<file path="src/rtl/core/fst_pkg.sv">
`timescale 1ns / 1ps
// ----------------------------------------------------------------------------
// fst_pkg: shared types and constants for the fingerprint set table
// Beat layouts, operation and status codes, controller states and the
// configuration port geometry.
// ----------------------------------------------------------------------------
package fst_pkg;

    // Default number of 256-bit entries
    localparam int DEPTH_DEF = 16;

    // Key layout
    localparam int KEY_W = 256;

    // Configuration port geometry
    localparam int PADDR_W = 3;
    localparam int PDATA_W = 32;
    localparam int LIMIT_W = 5;
    localparam logic [LIMIT_W-1:0] LIMIT_RESET = 5'd16;
    localparam logic [0:0] REG_ENTRY_LIMIT = 1'b0;

    // Operation codes (code 3 behaves as lookup)
    localparam logic [1:0] OP_ADD    = 2'd0;
    localparam logic [1:0] OP_REMOVE = 2'd1;
    localparam logic [1:0] OP_LOOKUP = 2'd2;

    // Result status codes
    localparam logic [1:0] STS_OK        = 2'd0;
    localparam logic [1:0] STS_CAPACITY  = 2'd1;
    localparam logic [1:0] STS_PRESENT   = 2'd2;
    localparam logic [1:0] STS_NOT_FOUND = 2'd3;

    // Request beat
    typedef struct packed {
        logic [1:0]  opcode;
        logic [63:0] key_word0;
        logic [63:0] key_word1;
        logic [63:0] key_word2;
        logic [63:0] key_word3;
    } req_beat_t;

    // Response beat
    typedef struct packed {
        logic [1:0] status;
        logic       hit;
        logic [3:0] position;
        logic [4:0] entry_count;
    } rsp_beat_t;

    // Controller states
    typedef enum logic [1:0] {
        S_IDLE,
        S_SCAN,
        S_SHIFT,
        S_RESP
    } fsm_state_t;

endpackage

</file>
<file path="src/rtl/core/fst_ram.sv">
`timescale 1ns / 1ps
// ----------------------------------------------------------------------------
// fst_ram: generic single-port-write, single-port-read RAM
// One write and one read per cycle, read data registered.
// ----------------------------------------------------------------------------
module fst_ram #(
    parameter int WIDTH = 64,
    parameter int DEPTH = 16
) (
    input  logic                                   clk,
    input  logic                                   we,
    input  logic [(DEPTH > 1 ? $clog2(DEPTH) : 1)-1:0] waddr,
    input  logic [WIDTH-1:0]                       wdata,
    input  logic [(DEPTH > 1 ? $clog2(DEPTH) : 1)-1:0] raddr,
    output logic [WIDTH-1:0]                       rdata
);

    logic [WIDTH-1:0] mem [DEPTH];

    // Write port
    always_ff @(posedge clk)
    begin
        if (we)
        begin
            mem[waddr] <= wdata;
        end
    end

    // Registered read port
    always_ff @(posedge clk)
    begin
        rdata <= mem[raddr];
    end

endmodule

</file>
<file path="src/rtl/core/fingerprint_set_table_core.sv">
`timescale 1ns / 1ps
// ----------------------------------------------------------------------------
// fingerprint_set_table_core: ordered, bounded set of 256-bit fingerprints
// Add / remove / lookup against a RAM-held key list, scanned one entry per
// cycle; remove closes the gap with a read-then-write shift pass.
// ----------------------------------------------------------------------------
// Add and lookup scan the held entries up to the count, stopping at a match;
// the result then waits for the registered RAM read and the response load;
// remove adds a shift pass over the entries above the matched position.
// One item at a time: the next item can be taken in the cycle after the
// result is loaded into the output register. Reset: count cleared,
// entry_limit set to 16; key RAM left undefined and needs no clearing pass.
module fingerprint_set_table_core #(
    parameter int DEPTH = fst_pkg::DEPTH_DEF
) (
    input  logic                        clk,
    input  logic                        rst_n,
    // request channel
    input  logic                        req_valid,
    output logic                        req_stall,
    input  fst_pkg::req_beat_t          req_beat,
    // response channel
    output logic                        rsp_valid,
    input  logic                        rsp_stall,
    output fst_pkg::rsp_beat_t          rsp_beat,
    // configuration port
    input  logic                        psel,
    input  logic                        penable,
    input  logic                        pwrite,
    input  logic [fst_pkg::PADDR_W-1:0] paddr,
    input  logic [fst_pkg::PDATA_W-1:0] pwdata,
    output logic [fst_pkg::PDATA_W-1:0] prdata,
    output logic                        pready
);

    localparam int AW = (DEPTH > 1) ? $clog2(DEPTH) : 1;
    localparam int CW = $clog2(DEPTH + 1);

    // Registers
    fst_pkg::fsm_state_t            state_reg, state_next;
    logic [1:0]                     op_reg, op_next;
    logic [fst_pkg::KEY_W-1:0]      key_reg, key_next;
    logic [CW-1:0]                  count_reg, count_next;
    logic [fst_pkg::LIMIT_W-1:0]    limit_reg;
    logic [CW-1:0]                  idx_reg, idx_next;
    logic                           pend_reg, pend_next;
    logic [AW-1:0]                  pend_idx_reg, pend_idx_next;
    logic [AW-1:0]                  pos_reg, pos_next;
    fst_pkg::rsp_beat_t             res_reg, res_next;
    logic                           rsp_valid_reg, rsp_valid_next;
    fst_pkg::rsp_beat_t             rsp_beat_reg, rsp_beat_next;

    // RAM signals
    logic                           ram_we;
    logic [AW-1:0]                  ram_waddr;
    logic [fst_pkg::KEY_W-1:0]      ram_wdata;
    logic [AW-1:0]                  ram_raddr;
    logic [fst_pkg::KEY_W-1:0]      ram_rdata;

    logic                           cfg_wr;

    // Key store
    fst_ram #(
        .WIDTH (fst_pkg::KEY_W),
        .DEPTH (DEPTH)
    ) u_key_ram (
        .clk   (clk),
        .we    (ram_we),
        .waddr (ram_waddr),
        .wdata (ram_wdata),
        .raddr (ram_raddr),
        .rdata (ram_rdata)
    );

    // Configuration port
    assign pready = 1'b1;
    assign cfg_wr = psel & penable & pwrite & pready;
    assign prdata = (paddr[fst_pkg::PADDR_W-1:2] == fst_pkg::REG_ENTRY_LIMIT)
                  ? fst_pkg::PDATA_W'(limit_reg) : '0;

    always_ff @(posedge clk or negedge rst_n)
    begin
        if (!rst_n)
        begin
            limit_reg <= fst_pkg::LIMIT_RESET;
        end
        else if (cfg_wr && paddr[fst_pkg::PADDR_W-1:2] == fst_pkg::REG_ENTRY_LIMIT)
        begin
            limit_reg <= pwdata[fst_pkg::LIMIT_W-1:0];
        end
    end

    // Handshake outputs
    assign req_stall = (state_reg != fst_pkg::S_IDLE);
    assign rsp_valid = rsp_valid_reg;
    assign rsp_beat  = rsp_beat_reg;

    // Read address always follows the issue index
    assign ram_raddr = idx_reg[AW-1:0];

    // Next state and datapath
    always_comb
    begin
        logic          match;
        logic          f_hit;
        logic [AW-1:0] f_pos;
        logic          full;
        logic [1:0]    sts;

        state_next     = state_reg;
        op_next        = op_reg;
        key_next       = key_reg;
        count_next     = count_reg;
        idx_next       = idx_reg;
        pend_next      = pend_reg;
        pend_idx_next  = pend_idx_reg;
        pos_next       = pos_reg;
        res_next       = res_reg;
        rsp_valid_next = rsp_valid_reg;
        rsp_beat_next  = rsp_beat_reg;
        ram_we         = 1'b0;
        ram_waddr      = count_reg[AW-1:0];
        ram_wdata      = key_reg;

        match = pend_reg && (ram_rdata == key_reg);
        f_hit = match;
        f_pos = match ? pend_idx_reg : '0;
        full  = (32'(count_reg) >= 32'(limit_reg)) || (32'(count_reg) >= DEPTH);
        sts   = fst_pkg::STS_OK;

        // output register drains
        if (rsp_valid_reg && !rsp_stall)
        begin
            rsp_valid_next = 1'b0;
        end

        case (state_reg)
            fst_pkg::S_IDLE:
            begin
                if (req_valid)
                begin
                    op_next    = req_beat.opcode;
                    key_next   = {req_beat.key_word0, req_beat.key_word1,
                                  req_beat.key_word2, req_beat.key_word3};
                    idx_next   = '0;
                    pend_next  = 1'b0;
                    state_next = fst_pkg::S_SCAN;
                end
            end

            fst_pkg::S_SCAN:
            begin
                if (!match && idx_reg < count_reg)
                begin
                    // keep scanning: one read issued per cycle
                    pend_next     = 1'b1;
                    pend_idx_next = idx_reg[AW-1:0];
                    idx_next      = idx_reg + 1'b1;
                end
                else
                begin
                    // scan finished, act on the operation
                    pend_next  = 1'b0;
                    state_next = fst_pkg::S_RESP;
                    case (op_reg)
                        fst_pkg::OP_ADD:
                        begin
                            if (full)
                            begin
                                sts = fst_pkg::STS_CAPACITY;
                            end
                            else if (f_hit)
                            begin
                                sts = fst_pkg::STS_PRESENT;
                            end
                            else
                            begin
                                ram_we     = 1'b1;
                                count_next = count_reg + 1'b1;
                            end
                        end
                        fst_pkg::OP_REMOVE:
                        begin
                            if (!f_hit)
                            begin
                                sts = fst_pkg::STS_NOT_FOUND;
                            end
                            else
                            begin
                                pos_next   = f_pos;
                                idx_next   = CW'(f_pos) + 1'b1;
                                state_next = fst_pkg::S_SHIFT;
                            end
                        end
                        default:
                        begin
                            sts = f_hit ? fst_pkg::STS_OK : fst_pkg::STS_NOT_FOUND;
                        end
                    endcase
                    res_next.status      = sts;
                    res_next.hit         = f_hit;
                    res_next.position    = 4'(f_pos);
                    res_next.entry_count = 5'(count_next);
                end
            end

            fst_pkg::S_SHIFT:
            begin
                // write back the entry read last cycle one place lower
                if (pend_reg)
                begin
                    ram_we    = 1'b1;
                    ram_waddr = pend_idx_reg;
                    ram_wdata = ram_rdata;
                end
                if (idx_reg < count_reg)
                begin
                    pend_next     = 1'b1;
                    pend_idx_next = AW'(idx_reg - 1'b1);
                    idx_next      = idx_reg + 1'b1;
                end
                else
                begin
                    pend_next            = 1'b0;
                    count_next           = count_reg - 1'b1;
                    res_next.status      = fst_pkg::STS_OK;
                    res_next.hit         = 1'b1;
                    res_next.position    = 4'(pos_reg);
                    res_next.entry_count = 5'(count_reg - 1'b1);
                    state_next           = fst_pkg::S_RESP;
                end
            end

            fst_pkg::S_RESP:
            begin
                if (!rsp_valid_reg || !rsp_stall)
                begin
                    rsp_valid_next = 1'b1;
                    rsp_beat_next  = res_reg;
                    state_next     = fst_pkg::S_IDLE;
                end
            end

            default:
            begin
                state_next = fst_pkg::S_IDLE;
            end
        endcase
    end

    // Control registers
    always_ff @(posedge clk or negedge rst_n)
    begin
        if (!rst_n)
        begin
            state_reg     <= fst_pkg::S_IDLE;
            count_reg     <= '0;
            pend_reg      <= 1'b0;
            rsp_valid_reg <= 1'b0;
        end
        else
        begin
            state_reg     <= state_next;
            count_reg     <= count_next;
            pend_reg      <= pend_next;
            rsp_valid_reg <= rsp_valid_next;
        end
    end

    // Payload registers
    always_ff @(posedge clk)
    begin
        op_reg       <= op_next;
        key_reg      <= key_next;
        idx_reg      <= idx_next;
        pend_idx_reg <= pend_idx_next;
        pos_reg      <= pos_next;
        res_reg      <= res_next;
        rsp_beat_reg <= rsp_beat_next;
    end

endmodule

</file>
<file path="config.mk">
export PLATFORM = sky130hd
export DESIGN_NAME = fingerprint_set_table_core
export DESIGN_NICKNAME = d
export VERILOG_FILES = /design/src/rtl/core/fst_pkg.sv /design/src/rtl/core/fst_ram.sv /design/src/rtl/core/fingerprint_set_table_core.sv
export SDC_FILE = /design/constraint.sdc
export NUM_CORES = 2
export LEC_CHECK = 0
export BUFFER_PORTS_ARGS = -buffer_cell sky130_fd_sc_hd__buf_2
export CORE_ASPECT_RATIO = 0.5
export CORE_MARGIN = 2
export CORE_UTILIZATION = 56
export DETAILED_ROUTE_END_ITERATION = 8
export PLACE_DENSITY_LB_ADDON = 0.05
export SYNTH_ARGS = -nofsm -noshare
export SYNTH_HDL_FRONTEND = slang
export SYNTH_HIERARCHICAL = 1
export SYNTH_SLANG_ARGS = --single-unit
</file>
<file path="constraint.sdc">
create_clock -name clk -period 20.1 [get_ports clk]
set_input_delay 4.02 -clock clk [delete_from_list [all_inputs] [get_ports clk]]
set_output_delay 4.02 -clock clk [all_outputs]
set_load 0.03 [all_outputs]
</file>
==> results.md <==
* Status: completed
* Peak Freq at 107 MHz
* Hold/Removal Path Class: flop to flop
* Cell count after placement at 12,300
* Synth Flop Type: edfxtp_1
* Most area-hungry cell type in the Yosys netlist: edfxtp_1
* WS Path Type: flop to flop
* Worst setup margin at 10.78 ns
* Layout Nets at 8,823
* Drc violations at 0
* CP startpoint kind: flop
* CTS Sinks at 4,661
* Total global-route track usage at 0.296
* Utilization after layout at 0.628
* GP Congestion at 0.828
* Register area share after synthesis at 0.781
* Hold path startpoint: res_reg[7]$_DFFE_PP_
* Layout fillers at 21,300
* RSZ-0062 raised after global routing: no
* Worst reg2reg path startpoint: key_reg[136]$_DFFE_PP_
* Cell with the most instances after synthesis: edfxtp_1
* Largest net degree at the start of global routing at 103
* Initial drt markers at 11,900
* Max Slew Vio Count at 0
* Die H at 400 µm
* Hold Path Depth at 0
* Via count at 86,200
* Post-synth ARST share at 0.00300
* Setup violations, final at 0
* Root buffer cell: clkbuf_16
* Final Critical Period at 9.32 ns
* H-Tree Depth at 5
* Ports at 347
* Crit path max fanout at 46
* FF-to-FF End: u_key_ram/mem[11][95]$_DFFE_PP_
* Power density over the cells at 139 mW/mm²
* CTS buffer count at 396
* Reg area at 0.137 mm²
* Vias in the first global route at 84,100
* WL per Instance at 36.5 µm
* Core Area at 0.312 mm²
* Clk slew on worst S/H paths at 0.06 ns
* First-pass GRT wire length at 660,000 µm
* FF-to-FF path depth at 16
* EDFF count, synth at 4,391
* Die area at 0.319 mm²
* Worst endpoint required time at 20.65 ns
* Post-placement worst setup slack at 10.98 ns
* Tcrit/Tclk final at 0.464
* Most frequent cells after synthesis: edfxtp_1 (4,391), mux4_2 (968), a22oi_1 (450)
* Chip Width at 797 µm
* Relative slew margins at 0.165
* Worst Tran Pin Value at 1.24 ns
* Row count at 145
* Clk_skew at 0.0579 ns
* Max Root-Sink Buffers at 4
* DRT antenna net count at 0
* Initial cell density of the core at 0.563
* Flops & latches, synth at 4,661
* Synth top area share at 0.749
* Setup Fix Bufs, Post-CTS at 0
* CTS hold repair buffers at 0
* Hpwl dp at 263,000 µm
* Post-route setup TNS at 0 ns
* Crit path arrival time at 9.87 ns
* FF-to-FF setup slack at 10.78 ns
* Layout cells sized above 1 at 0.282
* Port-buffer cells at 289
* Netlist cell types at 72
* Maximum vdd drop at 0.114 mV
* Total Wirelength at 476,000 µm
* Final hold violations at 0
* Drt first pass iters at 5
* Clock Latency Late Sink at 0.95 ns
* Initial antenna violation count at 44
* Crit end category: flop
* Syn-to-layout area delta at 11.5%
* Max FFs per register at 4,096
* Final std cells w/o fill at 13,000
* Synth Instances at 7,977
* CTS tree: built
* Hold-critical path endpoint: rsp_beat[7]$_DFFE_PP_
* Synth area leaders: edfxtp_1 (75%), mux4_2 (12%), dfxtp_1 (2.9%)
* CTS resizes at 0
* MaxCap Viol Count at 0
* Area of the multi-input gates at 0.0366 mm²
* Yosys warnings at 6
* Grt ovf at 0
* Post-synthesis cell area at 0.176 mm²
* Leak Pwr at 62.5 nW
* Post-DR vias/cell at 6.61
* Mapped Avg Cell Area at 22.1 µm²
## per-stage QoR
| stage | area (µm²) | power (mW) | hold WS (ns) |
|---|---|---|---|
| after floorplan | 176000 | 16.8 | 0.400 |
| after global placement | 183000 | 19.4 | 0.401 |
| after detailed placement | 183000 | 19.4 | 0.406 |
| after CTS | 196000 | 27.3 | 0.420 |
| after global routing | 196000 | 28.2 | 0.431 |
| final | 196000 | 27.2 | 0.419 |
## routing by layer
metal	wire (µm)	global-route usage	up-vias
met1	204000	0.469	47000
met2	212000	0.435	4283
met3	50700	0.0662	535
met4	8840	0.0532	12
li1	-	-	34400
met5	87	0	-
## worst max path at each step
stage                              from                               end  slack, ns  cells past startpoint
5_1_grt          key_reg[136]$_DFFE_PP_  u_key_ram/mem[11][102]$_DFFE_PP_      10.62                     16
4_1_cts          key_reg[136]$_DFFE_PP_  u_key_ram/mem[11][133]$_DFFE_PP_      10.95                     16
3_5_place_dp     key_reg[136]$_DFFE_PP_   u_key_ram/mem[11][90]$_DFFE_PP_      10.98                     16
3_3_place_gp      key_reg[88]$_DFFE_PP_   u_key_ram/mem[11][90]$_DFFE_PP_      10.97                     17
2_1_floorplan  count_reg[0]$_DFFE_PN0P_     u_key_ram/mem[1][0]$_DFFE_PP_       5.64                     13
6_report         key_reg[136]$_DFFE_PP_   u_key_ram/mem[11][95]$_DFFE_PP_      10.78                     16
## worst max-delay path, stage by stage (launching register included)
cell      delay [ns]
edfxtp_1        0.47
xor2_2          0.91
nor4_1          0.28
nand4_1         0.21
or4_1           0.53
or4_4           0.29
nor3_2          0.05
buf_4           0.26
nor2_1          0.43
nand2_1         0.12
a21boi_0        0.40
nand3b_1        0.40
nor2_4          1.00
buf_4           0.82
buf_4           0.93
buf_4           0.84
buf_4           0.74
## logic make-up after synthesis
logic type | Yosys count | share of synthesized area
flip-flops | 4661 | 0.781
AO/OA/AOI/OAI | 640 | 0.0271
AND/OR/NAND/NOR | 603 | 0.0178
adder cells (fa/ha/maj) | 21 | 0.00149
multiplexers | 1365 | 0.149
buffers and inverters | 482 | 0.0138
other | 2 | 0.0000427
XOR/XNOR | 203 | 0.0101
## final cells by class
type                    instances  share of cell area
inverters                      62             0.00119
clock inverters               184              0.0109
clock buffers                 548              0.0566
multi-input cells            2860               0.187
well taps                    4189              0.0267
diodes                         12            0.000153
flip-flops and latches       4661               0.700
repair buffers                521              0.0177
## placed cells by master, fill, tap and decap left out, types with 26 or more instances in the layout
master,count
a221oi_1,26
a22oi_1,450
buf_2,289
buf_4,210
bufinv_16,46
clkbuf_1,99
clkbuf_16,405
clkbuf_8,44
clkinv_1,47
clkinv_2,62
conb_1,28
dfxtp_1,256
edfxtp_1,4391
inv_1,62
mux2_2,357
mux2i_1,38
mux4_2,968
nand2_1,242
nand2b_1,50
nand4_1,33
nor2b_1,92
nor4_1,61
o21ai_0,52
o221ai_1,35
xnor2_1,59
xor2_1,132
## report_power, final
group / internal [mW] / total, mW / switching (mW)
clock: 4.47 / 7.95 / 3.48
sequential: 11.6 / 12.0 / 0.366
combinational: 2.74 / 7.25 / 4.50
Power figures use the tool's default switching activity.
